<file path="config.mk">
export PLATFORM = sky130hd
export DESIGN_NAME = text_console_cursor_engine
export DESIGN_NICKNAME = d
export VERILOG_FILES = /design/src/rtl/tcce_pkg.sv /design/src/rtl/tcce_front.sv /design/src/rtl/tcce_queue.sv /design/src/rtl/tcce_back.sv /design/src/rtl/text_console_cursor_engine.sv
export VERILOG_INCLUDE_DIRS = /design/src /design/src/rtl
export SDC_FILE = /design/constraint.sdc
export NUM_CORES = 1
export LEC_CHECK = 0
export BUFFER_PORTS_ARGS = -buffer_cell sky130_fd_sc_hd__clkbuf_2
export CORE_MARGIN = 2
export CORE_UTILIZATION = 47
export CTS_BUF_LIST = sky130_fd_sc_hd__clkbuf_16
export DETAILED_ROUTE_END_ITERATION = 6
export PLACE_DENSITY = 0.67
export SYNTH_ARGS = -nofsm -noshare
export SYNTH_HDL_FRONTEND = slang
export SYNTH_SLANG_ARGS = --single-unit
</file>
<file path="constraint.sdc">
create_clock -name i_clk -period 6 [get_ports i_clk]
set_input_delay 1.2 -clock i_clk [delete_from_list [all_inputs] [get_ports i_clk]]
set_output_delay 1.2 -clock i_clk [all_outputs]
set_load 0.01 [all_outputs]
</file>
<file path="src/rtl/text_console_cursor_engine_defines.svh">
// Assertion macros for the text console cursor engine.
// Used by tcce_back, which checks its own logic; no other dependencies.
`ifndef TEXT_CONSOLE_CURSOR_ENGINE_DEFINES_SVH
`define TEXT_CONSOLE_CURSOR_ENGINE_DEFINES_SVH
`ifndef SYNTHESIS
`define TCCE_ASSERT(lbl, clk, rst_n, prop, msg) \
    lbl: assert property (@(posedge clk) disable iff (!rst_n) prop) else $error(msg);
`define TCCE_ASSERT_ALWAYS(lbl, clk, prop, msg) \
    lbl: assert property (@(posedge clk) prop) else $error(msg);
`else
`define TCCE_ASSERT(lbl, clk, rst_n, prop, msg)
`define TCCE_ASSERT_ALWAYS(lbl, clk, prop, msg)
`endif
`endif

</file>
<file path="src/rtl/tcce_pkg.sv">
// Shared types, codes and color conversion for the text console cursor engine.
// No dependencies.
package tcce_pkg;

    // input operations
    localparam logic OP_PRINT = 1'b0;
    localparam logic OP_SET   = 1'b1;

    // output commands
    localparam logic CMD_DRAW = 1'b0;
    localparam logic CMD_FILL = 1'b1;

    // classified request kinds
    localparam logic [2:0] K_SET  = 3'd0;
    localparam logic [2:0] K_CR   = 3'd1;
    localparam logic [2:0] K_LF   = 3'd2;
    localparam logic [2:0] K_TAB  = 3'd3;
    localparam logic [2:0] K_CHAR = 3'd4;

    // special bytes
    localparam logic [7:0] CH_CR    = 8'd13;
    localparam logic [7:0] CH_LF    = 8'd10;
    localparam logic [7:0] CH_TAB   = 8'd9;
    localparam logic [7:0] CH_SPACE = 8'd32;
    localparam logic [7:0] FILL_GLYPH = 8'd219;

    localparam int CELL_HEIGHT = 8;

    // configuration register indexes
    localparam logic [2:0] REG_TEXT_COLOR  = 3'd0;
    localparam logic [2:0] REG_BACK_COLOR  = 3'd1;
    localparam logic [2:0] REG_BACK_ENABLE = 3'd2;
    localparam logic [2:0] REG_CLEAR_ROW   = 3'd3;
    localparam logic [2:0] REG_PIXEL_MODE  = 3'd4;
    localparam logic [2:0] REG_COLUMNS     = 3'd5;
    localparam logic [2:0] REG_ROWS        = 3'd6;

    localparam logic [6:0] COL_MIN = 7'd8;
    localparam logic [6:0] COL_MAX = 7'd68;
    localparam logic [5:0] ROW_MIN = 6'd1;
    localparam logic [5:0] ROW_MAX = 6'd34;

    localparam logic [1:0] PM_565  = 2'd0;
    localparam logic [1:0] PM_5551 = 2'd1;
    localparam logic [1:0] PM_4444 = 2'd2;
    localparam logic [1:0] PM_8888 = 2'd3;

    typedef struct packed {
        logic       operation;
        logic [7:0] char_byte;
        logic [6:0] new_col;
        logic [5:0] new_row;
    } t_in_item;

    typedef struct packed {
        logic        command;
        logic [8:0]  pixel_x;
        logic [8:0]  pixel_y;
        logic [7:0]  glyph;
        logic [31:0] fore_pixel;
        logic [31:0] back_pixel;
        logic        write_back;
        logic        last;
    } t_out_item;

    typedef struct packed {
        logic [2:0] kind;
        logic [7:0] glyph;
        logic [6:0] col;
        logic [5:0] row;
    } t_cmd;

    typedef struct packed {
        logic [31:0] text_color;
        logic [31:0] back_color;
        logic        back_en;
        logic        clr_en;
        logic [1:0]  pixel_mode;
        logic [6:0]  col_limit;
        logic [5:0]  row_limit;
    } t_cfg;

    function automatic logic [31:0] to_format(input logic [31:0] c, input logic [1:0] mode);
        logic [31:0] res;
        res = c;
        case (mode)
            PM_565:  res = {16'h0, c[23:19], c[15:10], c[7:3]};
            PM_5551: res = {16'h0, (c[31:24] != 8'h0), c[23:19], c[15:11], c[7:3]};
            PM_4444: res = {16'h0, c[31:28], c[23:20], c[15:12], c[7:4]};
            default: res = c;
        endcase
        return res;
    endfunction

endpackage

</file>
<file path="src/rtl/tcce_front.sv">
// Front end: accepts input requests and sorts them into command kinds.
// Depends on tcce_pkg.
module tcce_front (
    input  logic              i_valid,
    output logic              o_stall,
    input  tcce_pkg::t_in_item i_item,
    output logic              o_push,
    output tcce_pkg::t_cmd    o_cmd,
    input  logic              i_full
);

    always_comb begin
        o_cmd.glyph = i_item.char_byte;
        o_cmd.col   = i_item.new_col;
        o_cmd.row   = i_item.new_row;
        if (i_item.operation == tcce_pkg::OP_SET) begin
            o_cmd.kind = tcce_pkg::K_SET;
        end else begin
            case (i_item.char_byte)
                tcce_pkg::CH_CR:  o_cmd.kind = tcce_pkg::K_CR;
                tcce_pkg::CH_LF:  o_cmd.kind = tcce_pkg::K_LF;
                tcce_pkg::CH_TAB: begin
                    o_cmd.kind  = tcce_pkg::K_TAB;
                    o_cmd.glyph = tcce_pkg::CH_SPACE;
                end
                default:          o_cmd.kind = tcce_pkg::K_CHAR;
            endcase
        end
    end

    assign o_stall = i_full;
    assign o_push  = i_valid && !i_full;

endmodule

</file>
<file path="src/rtl/tcce_queue.sv">
// Two-entry queue of classified commands between front and back end.
// Depends on tcce_pkg.
module tcce_queue (
    input  logic           i_clk,
    input  logic           i_rst_n,
    input  logic           i_push,
    input  tcce_pkg::t_cmd i_cmd,
    output logic           o_full,
    input  logic           i_pop,
    output logic           o_valid,
    output tcce_pkg::t_cmd o_cmd
);

    localparam int DEPTH = 2;
    localparam int AW    = $clog2(DEPTH);

    tcce_pkg::t_cmd r_mem [DEPTH];
    logic [AW-1:0]  r_wr_ptr, r_rd_ptr;
    logic [AW:0]    r_count;

    logic do_pop;

    assign o_full  = (r_count == (AW+1)'(DEPTH));
    assign o_valid = (r_count != '0);
    assign o_cmd   = r_mem[r_rd_ptr];
    assign do_pop  = i_pop && o_valid;

    always_ff @(posedge i_clk) begin
        if (!i_rst_n) begin
            r_wr_ptr <= '0;
            r_rd_ptr <= '0;
            r_count  <= '0;
        end else begin
            if (i_push) begin
                r_wr_ptr <= (r_wr_ptr == AW'(DEPTH-1)) ? '0 : r_wr_ptr + 1'b1;
            end
            if (do_pop) begin
                r_rd_ptr <= (r_rd_ptr == AW'(DEPTH-1)) ? '0 : r_rd_ptr + 1'b1;
            end
            r_count <= r_count + (AW+1)'(i_push) - (AW+1)'(do_pop);
        end
    end

    always_ff @(posedge i_clk) begin
        if (i_push) begin
            r_mem[r_wr_ptr] <= i_cmd;
        end
    end

endmodule

</file>
<file path="src/rtl/tcce_back.sv">
// Back end: owns the cursor and sequences draw and row-fill results.
// Depends on tcce_pkg and text_console_cursor_engine_defines.svh.
`include "text_console_cursor_engine_defines.svh"
module tcce_back #(
    parameter int CELL_WIDTH = 7,
    parameter int TAB_WIDTH  = 5
) (
    input  logic               i_clk,
    input  logic               i_rst_n,
    input  tcce_pkg::t_cfg     i_cfg,
    input  logic               i_q_valid,
    input  tcce_pkg::t_cmd     i_q_cmd,
    output logic               o_q_pop,
    output logic               o_out_valid,
    input  logic               i_out_stall,
    output tcce_pkg::t_out_item o_out
);

    localparam int CW = $clog2(TAB_WIDTH + 1);

    localparam logic [1:0] S_IDLE  = 2'd0;
    localparam logic [1:0] S_DRAW  = 2'd1;
    localparam logic [1:0] S_CLEAR = 2'd2;

    logic [1:0]  r_state, n_state;
    logic [6:0]  r_col, n_col;
    logic [5:0]  r_row, n_row;
    logic [CW-1:0] r_cnt, n_cnt;
    logic [7:0]  r_glyph, n_glyph;
    logic        r_out_valid, n_out_valid;
    tcce_pkg::t_out_item r_out, n_out;

    logic        slot_free, wrap, clr, emit;
    logic [5:0]  row_next, fill_row;
    logic [15:0] x_prod, y_prod;
    logic        e_cmd, e_last;
    logic [7:0]  e_glyph;

    assign slot_free = !r_out_valid || !i_out_stall;
    assign clr       = i_cfg.clr_en && i_cfg.back_en;
    assign wrap      = ({1'b0, r_col} + 8'd1) >= {1'b0, i_cfg.col_limit};
    assign row_next  = (({1'b0, r_row} + 7'd1) >= {1'b0, i_cfg.row_limit}) ? '0 : r_row + 6'd1;
    assign x_prod    = 16'(r_col) * 16'(CELL_WIDTH);

    always_comb begin
        n_state     = r_state;
        n_col       = r_col;
        n_row       = r_row;
        n_cnt       = r_cnt;
        n_glyph     = r_glyph;
        o_q_pop     = 1'b0;
        emit        = 1'b0;
        e_cmd       = tcce_pkg::CMD_DRAW;
        e_last      = 1'b0;
        e_glyph     = r_glyph;
        fill_row    = r_row;
        unique case (r_state)
            S_IDLE: begin
                if (i_q_valid) begin
                    case (i_q_cmd.kind)
                        tcce_pkg::K_SET: begin
                            o_q_pop = 1'b1;
                            if (i_q_cmd.col < i_cfg.col_limit) n_col = i_q_cmd.col;
                            if (i_q_cmd.row < i_cfg.row_limit) n_row = i_q_cmd.row;
                        end
                        tcce_pkg::K_CR: begin
                            o_q_pop = 1'b1;
                            n_col   = '0;
                        end
                        tcce_pkg::K_LF: begin
                            // wait for the output slot only when a fill goes out
                            if (!clr || slot_free) begin
                                o_q_pop  = 1'b1;
                                n_col    = '0;
                                n_row    = row_next;
                                fill_row = row_next;
                                emit     = clr;
                                e_cmd    = tcce_pkg::CMD_FILL;
                                e_last   = 1'b1;
                            end
                        end
                        tcce_pkg::K_TAB: begin
                            o_q_pop = 1'b1;
                            n_glyph = i_q_cmd.glyph;
                            n_cnt   = CW'(TAB_WIDTH);
                            n_state = S_DRAW;
                        end
                        default: begin
                            o_q_pop = 1'b1;
                            n_glyph = i_q_cmd.glyph;
                            n_cnt   = CW'(1);
                            n_state = S_DRAW;
                        end
                    endcase
                end
            end
            S_DRAW: begin
                if (slot_free) begin
                    emit   = 1'b1;
                    e_last = !(wrap && clr) && (r_cnt == CW'(1));
                    if (wrap) begin
                        n_col = '0;
                        n_row = row_next;
                    end else begin
                        n_col = r_col + 7'd1;
                    end
                    if (wrap && clr) begin
                        n_state = S_CLEAR;
                    end else begin
                        n_cnt = r_cnt - CW'(1);
                        if (r_cnt == CW'(1)) n_state = S_IDLE;
                    end
                end
            end
            S_CLEAR: begin
                if (slot_free) begin
                    emit    = 1'b1;
                    e_cmd   = tcce_pkg::CMD_FILL;
                    e_last  = (r_cnt == CW'(1));
                    n_cnt   = r_cnt - CW'(1);
                    n_state = (r_cnt == CW'(1)) ? S_IDLE : S_DRAW;
                end
            end
            default: n_state = S_IDLE;
        endcase
    end

    assign y_prod = 16'(fill_row) * 16'(tcce_pkg::CELL_HEIGHT);

    always_comb begin
        n_out       = r_out;
        n_out_valid = r_out_valid && i_out_stall;
        if (emit) begin
            n_out_valid      = 1'b1;
            n_out.command    = e_cmd;
            n_out.pixel_x    = (e_cmd == tcce_pkg::CMD_FILL) ? 9'd0 : x_prod[8:0];
            n_out.pixel_y    = y_prod[8:0];
            n_out.glyph      = (e_cmd == tcce_pkg::CMD_FILL) ? tcce_pkg::FILL_GLYPH : e_glyph;
            n_out.fore_pixel = tcce_pkg::to_format(
                (e_cmd == tcce_pkg::CMD_FILL) ? i_cfg.back_color : i_cfg.text_color,
                i_cfg.pixel_mode);
            n_out.back_pixel = tcce_pkg::to_format(i_cfg.back_color, i_cfg.pixel_mode);
            n_out.write_back = i_cfg.back_en;
            n_out.last       = e_last;
        end
    end

    always_ff @(posedge i_clk) begin
        if (!i_rst_n) begin
            r_state     <= S_IDLE;
            r_col       <= '0;
            r_row       <= '0;
            r_cnt       <= '0;
            r_out_valid <= 1'b0;
        end else begin
            r_state     <= n_state;
            r_col       <= n_col;
            r_row       <= n_row;
            r_cnt       <= n_cnt;
            r_out_valid <= n_out_valid;
        end
    end

    always_ff @(posedge i_clk) begin
        r_glyph <= n_glyph;
        r_out   <= n_out;
    end

    assign o_out_valid = r_out_valid;
    assign o_out       = r_out;

    `TCCE_ASSERT(a_clear_needs_enable, i_clk, i_rst_n, (r_state == S_CLEAR) |-> clr, "row fill pending while clearing is disabled")
    `TCCE_ASSERT(a_busy_has_count, i_clk, i_rst_n, (r_state != S_IDLE) |-> (r_cnt != '0), "sequencer busy with no steps left")
    `TCCE_ASSERT(a_advance_no_wrap, i_clk, i_rst_n, (r_state == S_DRAW && slot_free && !wrap) |=> (r_col == $past(r_col) + 7'd1), "cursor column did not advance after a draw")
    `TCCE_ASSERT(a_fill_at_left, i_clk, i_rst_n, (r_out_valid && r_out.command == tcce_pkg::CMD_FILL) |-> (r_out.pixel_x == 9'd0 && r_out.glyph == tcce_pkg::FILL_GLYPH), "row fill with bad position or glyph")

endmodule

</file>
<file path="src/rtl/text_console_cursor_engine.sv">
// Top level of the text console cursor engine: config registers, front, queue, back.
// Depends on tcce_pkg, tcce_front, tcce_queue and tcce_back.
//
//   channel  direction  handshake                 payload
//   in       input      i_in_valid / o_in_stall   i_in  (t_in_item)
//   out      output     o_out_valid / i_out_stall o_out (t_out_item)
//   cfg      input      i_cfg_we                  i_cfg_index, i_cfg_wdata
//
// A printable byte takes two back-end steps (fetch, draw); a tab takes one fetch
// step plus one draw per space, and each wrap with row clearing adds one fill step.
// Set-cursor, carriage return and line feed take only the fetch step.
// The two-entry queue takes requests while the back end works and stalls the input
// when full; a stalled result holds in the output register, the next loads as it goes.
// Reset is synchronous: cursor to the top left, registers to their defaults.
module text_console_cursor_engine #(
    parameter int CELL_WIDTH = 7,
    parameter int TAB_WIDTH  = 5
) (
    input  logic                i_clk,
    input  logic                i_rst_n,
    input  logic                i_in_valid,
    output logic                o_in_stall,
    input  tcce_pkg::t_in_item  i_in,
    output logic                o_out_valid,
    input  logic                i_out_stall,
    output tcce_pkg::t_out_item o_out,
    input  logic                i_cfg_we,
    input  logic [2:0]          i_cfg_index,
    input  logic [31:0]         i_cfg_wdata
);

    logic [31:0] r_text_color, r_back_color;
    logic        r_back_en, r_clr_en;
    logic [1:0]  r_pixel_mode;
    logic [6:0]  r_columns;
    logic [5:0]  r_rows;

    tcce_pkg::t_cfg cfg;
    tcce_pkg::t_cmd front_cmd, q_cmd;
    logic           push, q_full, q_valid, q_pop;

    always_ff @(posedge i_clk) begin
        if (!i_rst_n) begin
            r_text_color <= 32'hFFFF_FFFF;
            r_back_color <= 32'h0;
            r_back_en    <= 1'b1;
            r_clr_en     <= 1'b1;
            r_pixel_mode <= tcce_pkg::PM_8888;
            r_columns    <= 7'd68;
            r_rows       <= 6'd34;
        end else if (i_cfg_we) begin
            case (i_cfg_index)
                tcce_pkg::REG_TEXT_COLOR:  r_text_color <= i_cfg_wdata;
                tcce_pkg::REG_BACK_COLOR:  r_back_color <= i_cfg_wdata;
                tcce_pkg::REG_BACK_ENABLE: r_back_en    <= i_cfg_wdata[0];
                tcce_pkg::REG_CLEAR_ROW:   r_clr_en     <= i_cfg_wdata[0];
                tcce_pkg::REG_PIXEL_MODE:  r_pixel_mode <= i_cfg_wdata[1:0];
                tcce_pkg::REG_COLUMNS:     r_columns    <= i_cfg_wdata[6:0];
                tcce_pkg::REG_ROWS:        r_rows       <= i_cfg_wdata[5:0];
                default: ;
            endcase
        end
    end

    // clamp the text area to the supported range
    always_comb begin
        cfg.text_color = r_text_color;
        cfg.back_color = r_back_color;
        cfg.back_en    = r_back_en;
        cfg.clr_en     = r_clr_en;
        cfg.pixel_mode = r_pixel_mode;
        cfg.col_limit  = (r_columns < tcce_pkg::COL_MIN) ? tcce_pkg::COL_MIN :
                         (r_columns > tcce_pkg::COL_MAX) ? tcce_pkg::COL_MAX : r_columns;
        cfg.row_limit  = (r_rows < tcce_pkg::ROW_MIN) ? tcce_pkg::ROW_MIN :
                         (r_rows > tcce_pkg::ROW_MAX) ? tcce_pkg::ROW_MAX : r_rows;
    end

    tcce_front u_front (
        .i_valid (i_in_valid),
        .o_stall (o_in_stall),
        .i_item  (i_in),
        .o_push  (push),
        .o_cmd   (front_cmd),
        .i_full  (q_full)
    );

    tcce_queue u_queue (
        .i_clk   (i_clk),
        .i_rst_n (i_rst_n),
        .i_push  (push),
        .i_cmd   (front_cmd),
        .o_full  (q_full),
        .i_pop   (q_pop),
        .o_valid (q_valid),
        .o_cmd   (q_cmd)
    );

    tcce_back #(
        .CELL_WIDTH (CELL_WIDTH),
        .TAB_WIDTH  (TAB_WIDTH)
    ) u_back (
        .i_clk       (i_clk),
        .i_rst_n     (i_rst_n),
        .i_cfg       (cfg),
        .i_q_valid   (q_valid),
        .i_q_cmd     (q_cmd),
        .o_q_pop     (q_pop),
        .o_out_valid (o_out_valid),
        .i_out_stall (i_out_stall),
        .o_out       (o_out)
    );

endmodule

</file>
Yosys cells after proc, flatten, opt, wreduce, memory -nomap -nowiden
Memory sizes are Yosys's and may differ from the RTL's. A register that Yosys moved wholly into a read port is not among the register bits.
Cells that the tools add are included.
Widths: inputs -> output; s select.

storage, ports and cells
  memories = 1
  RAM bits = 48
  bits in read-only memories = 0
  input port bits = 62
  latch bits = 0
  flip-flop bits (word level) = 202

operators by class
  multiply operators = 1
  equal/unequal tests = 30
  divide/modulo/power cells = 0
  order comparisons = 8
  reductions and logical operators = 36
  shift operators = 0
  bitwise logic cells = 1
  add/subtract/negate cells = 9
  mux-type cells = 65

memory list
  memory         words  width  rd ports  clocked after Yosys merged registers in  wr ports  RTL line          text
  u_queue.r_mem  2      24     1         1                                        1         tcce_queue.sv:17  tcce_pkg::t_cmd r_mem [DEPTH];

operators with widths
  cell                 number
  $pmux 32 s3          2
  $mux 6               11
  $mux 7               7
  $mux 32              1
  $eq 8x4->1 const B   3
  $pmux 6 s2           2
  $pmux 7 s3           1
  $mux 1               20
  $pmux 3 s3           2
  $reduce_and 6->1     3
  $mux 8               2
  $reduce_bool 8->1    2
  $mux 3               5
  $pmux 7 s2           1
  $reduce_and 2->1     7
  $eq 3x2->1 const B   4
  $mux 2               6
  $eq 3x1->1 const B   3
  $eq 3x3->1 const B   3
  $mul 7x3->9 const B  1
  $ne 3x2->1 const B   3
  $add 7x1->8 const B  1
  $ge 8x7->1           1
  $add 6x1->7 const B  1
  36 further kinds     58

Depth between registers and ports, before layout
  depth after elaboration = 10
  mapped depth = 13
  mapped depth without buffers = 11

Cells and area by module
A second synthesis with hierarchy kept.

unflattened totals
  cell total of the unflattened synthesis = 1095
  area total of the unflattened synthesis = 12463.2 um^2

modules (own cells, without submodules)
  module                      cells each  area each (um^2)  times used
  tcce_back                   594         7028.0            1
  text_console_cursor_engine  369         3134.3            1
  tcce_queue                  98          2065.7            1
  tcce_front                  34          235.2             1

Least setup slack after synthesis
OpenSTA, ideal clock, no wires.

  path kind = reg2reg
  from = reg with a tool-made name
  to = reg u_back.r_out (netlist bit u_back.o_out[0]) (enable)
  path buffers = 1
  clock period less this slack = 6304 ps
  setup slack = -304 ps
  setup time = 569 ps
  stages on the path, launching flop included = 7
  arrival time = 5735 ps
  required time = 5431 ps
  cell sequence = dfxtp_1 buf_6 or4b_4 a21o_1 o21ai_0 nand2b_1 a21oi_1

RTL lines
  what                  RTL line          text
  end signal, assigned  tcce_back.sv:166  r_out <= n_out;
  end, declared         tcce_back.sv:31   tcce_pkg::t_out_item r_out, n_out;

Worst setup path after layout
  from = reg u_back.r_state[0]
  to = reg u_back.r_out (netlist bit u_back.o_out[38]), data pin

on the way
  cells in the longest elaborated chain, start to end = 4
  elaborated cells on any way between the ends = 5
  those cells by class = eq/ne: 1; mux: 3; reduce/logical: 1

ends and longest elaborated chain
  what                                           RTL line          text
  start, declared                                tcce_back.sv:25   logic [1:0] r_state, n_state;
  start signal, assigned                         tcce_back.sv:156  r_state <= n_state;
  $eq 2x2->1 or $logic_not 2->1 (tied branches)  tcce_back.sv:57   unique case (r_state)
  $pmux 1 s2 *                                   tcce_back.sv:57
  $mux 32 *                                      tcce_back.sv:140  (e_cmd == tcce_pkg::CMD_FILL) ? i_cfg.back_color : i_cfg.text_color,
  $pmux 32 s3 *                                  tcce_pkg.sv:86    case (mode)

Every way passes the cells marked *; elsewhere a longest branch is shown, timed or not.
A chain may end at the register's enable or synchronous reset.

==> flow_summary.json <==
{
  "rsz0062_at_grt": "no",
  "cts_sinks": 251,
  "synth_warnings": 0,
  "final-max-slew-violation-count": 0,
  "cts_resized": 0,
  "gp_congestion": 0.8922,
  "pwr_density_cell_mw_per_mm2": 406.4,
  "hold_path_depth": 2,
  "r2r_slack_ns": 2.47,
  "r2r-end": "u_back.o_out[38]",
  "grt_pass1_wl_mm": 44.70,
  "power_w": 0.005666,
  "synth.cell_area_mm2": 0.01198,
  "cpMaxStageDelayCell": "a21boi_4",
  "clkSlewWorstSetupHoldPaths_ns": 0.06,
  "rr_startpoint": "u_back.r_state[0]",
  "syn_to_final_growth_pct": 16.39,
  "slew_headroom_pct": 23.68,
  "hold_class": "reg -> reg",
  "max_freq_mhz": 282.9,
  "die_h_um": 163.6,
  "cts_tree": "built",
  "final_common_cell": "nand2_1",
  "grt-ovfl-total": 0,
  "synth.avg_cell_area_um2": 10.69,
  "cap_violations": 0,
  "grt_pass1_vias": 8399,
  "synth_edf_count": 146,
  "cts_hold_buf": 0,
  "post_cts_buffers": 0,
  "worstSetupEndpointType": "flop",
  "grtUsageTotal_pct": 21.20,
  "tns_ns": 0,
  "cp.arrival_ns": 3.80,
  "start_util_pct": 47.71,
  "worstPathRequired_ns": 6.26,
  "cts_max_path_buffers": 3,
  "rows": 58,
  "hold_viol": 0,
  "cts.htree.levels": 1,
  "finalCriticalPeriod_ns": 3.535,
  "place_inst": 1553,
  "drive_gt1_share_pct": 20.86,
  "layout_common_cells": "nand2_1 (213), clkbuf_2 (153), edfxtp_1 (146)",
  "crit_type": "reg -> reg",
  "io-pin-count": 157,
  "synth-seq-area-share_pct": 54.15,
  "synth_top_flop_cell": "edfxtp_1",
  "coreArea_mm2": 0.02511,
  "vias": 8783,
  "synthCells": 1121,
  "worst_skew_pair.late_latency_ns": 0.55,
  "dieArea_mm2": 0.02678,
  "crit_path_start_kind": "flop",
  "fillers": 2222,
  "hp-start": "r_back_color[9]",
  "p_leak_nw": 5.715,
  "seq_area_mm2": 0.006489,
  "crit_path_cell_trace": "inv_1 -> ha_1 -> o21ai_0 -> a21oi_2 -> a21boi_4 -> inv_2 -> and2_1 -> a211oi_1 -> a221oi_1",
  "setup_slack_ns": 2.465,
  "ant_nets": 0,
  "rr_worst_depth": 9,
  "place_ws_ns": 2.002,
  "first_pass_iters": 5,
  "cts-root-buf": "clkbuf_16",
  "tightest_slew_ns": 1.143,
  "wl_per_cell_um": 17.64,
  "whs_endpoint": "r_back_color[9]",
  "fp.dieW_um": 163.6,
  "ys_ff_latch": 251,
  "finalCritPeriodShare_pct": 58.92,
  "cp_max_fo": 32,
  "final_cells": 1605,
  "async_reset_ff_share_pct": 0,
  "holdWs_ns": 0.4651,
  "ys_types": 79,
  "clock_skew_ns": 0.008924,
  "numPortBuffers": 153,
  "max-vdd-ir-drop_mv": 0.3613,
  "status": "complete, no violations",
  "dpl.hpwl_mm": 19.22,
  "max_stage_delay_ns": 0.81,
  "via_per_inst": 5.472,
  "drt_iter0_drc": 658,
  "setup_viol": 0,
  "drc": 0,
  "finalNetCount": 1369,
  "drt-total-wl_mm": 28.32,
  "grt_antenna_before_repair": 0,
  "multiInputGateArea_mm2": 0.005110,
  "cts_buffers": 28,
  "grt_max_degree": 81,
  "n_antenna_cell": 0
}
[worst max-delay path: cells and delay by family, from the launching register on]
family	cells	cell delay (ns)
flip-flops	1	0.40
AO/OA/AOI/OAI	5	1.51
buffers and inverters	2	0.66
AND/OR/NAND/NOR	1	0.34
adder cells (fa/ha/maj)	1	0.33
[state kept, by name, indices dropped and copies added (netlist names), 7 cells and up, named ones only]
register / count
r_text_color: 32
r_back_color: 32
u_back.o_out: 90
u_back.r_col: 7
u_back.e_glyph: 8
u_queue.r_mem: 48
r_columns: 7
[kinds of logic after synthesis]
family          synth area share [%]
mux                            7.677
simple gates                   16.83
xor+xnor                       1.243
other cells                  0.03130
flops                          54.15
buf+inv                        3.499
compound gates                 10.33
fa+ha+maj                      6.246
[through the flow]
| stage | instance area, µm² | utilization (%) |
|---|---|---|
| 3_5_place_dp | 12990 | 51.74 |
| 5_1_grt | 13940 | 55.53 |
| 4_1_cts | 13940 | 55.53 |
| 6_report | 13940 | 55.53 |
| 2_1_floorplan | 11990 | - |
| 3_3_place_gp | 12990 | 51.74 |
[how the worst max path moves through the flow]
stage	startpoint	to
final	u_back.r_state[0]	u_back.o_out[38]
after global routing	u_back.r_state[0]	u_back.o_out[38]
after CTS	u_back.r_state[0]	u_back.o_out[38]
after detailed placement	i_out_stall	u_back.o_out[38]
after global placement	i_out_stall	u_back.o_out[38]
after floorplan	flop	u_back.o_out[0]
[report_power, final]
part	leakage [nW]	internal, W	switching [W]
clock network	0.479	0.00105	0.000694
logic	3.05	0.000579	0.000873
registers	2.19	0.00228	0.000195
[synthesized netlist by cell type (all sizes together), types with 3 or more instances]
cell type | n | share of area, %
xnor2 | 10 | 0.73
a21o | 6 | 0.38
a31oi | 4 | 0.21
and3 | 22 | 1.1
fa | 7 | 1.2
mux2 | 21 | 2.0
a21oi | 71 | 3.0
edfxtp | 146 | 37
nor2b | 11 | 0.57
a211oi | 7 | 0.48
nand4 | 3 | 0.16
o21ai | 40 | 1.7
ha | 47 | 4.9
nand2b | 31 | 1.6
mux2i | 27 | 2.3
and2 | 14 | 0.73
nand3 | 43 | 1.8
dfxtp | 105 | 18
o21a | 5 | 0.31
nand2 | 213 | 6.7
nor2 | 72 | 2.3
o221ai | 4 | 0.29
xor2 | 7 | 0.51
o211ai | 8 | 0.54
nor3 | 16 | 0.67
inv | 31 | 0.97
mux4 | 18 | 3.4
clkbuf | 44 | 1.4
buf | 22 | 1.1
nor4 | 5 | 0.26
a221oi | 4 | 0.34
a311oi | 6 | 0.49
o31ai | 5 | 0.31
[area by class of cell]
| class | count | share of cell area, % |
|---|---|---|
| sequential | 251 | 46.54 |
| timing repair buffer | 166 | 6.192 |
| tap | 330 | 2.962 |
| clock inverter | 23 | 1.615 |
| inverter | 31 | 0.8346 |
| clock buffer | 29 | 5.205 |
| multi-input combinational | 775 | 36.65 |
[routing by layer]
metal  vias to the layer above  GRT usage [%]  share of wire (%)  wire, µm
met5                         -              0                  0         0
met4                         0          6.260                2.6       728
met3                        52          2.996                5.6      1589
met2                       297          36.75                 49     14010
met1                      4162          27.63                 42     11990
li1                       4272              -                  -         -
Power figures use the tool's default switching activity.
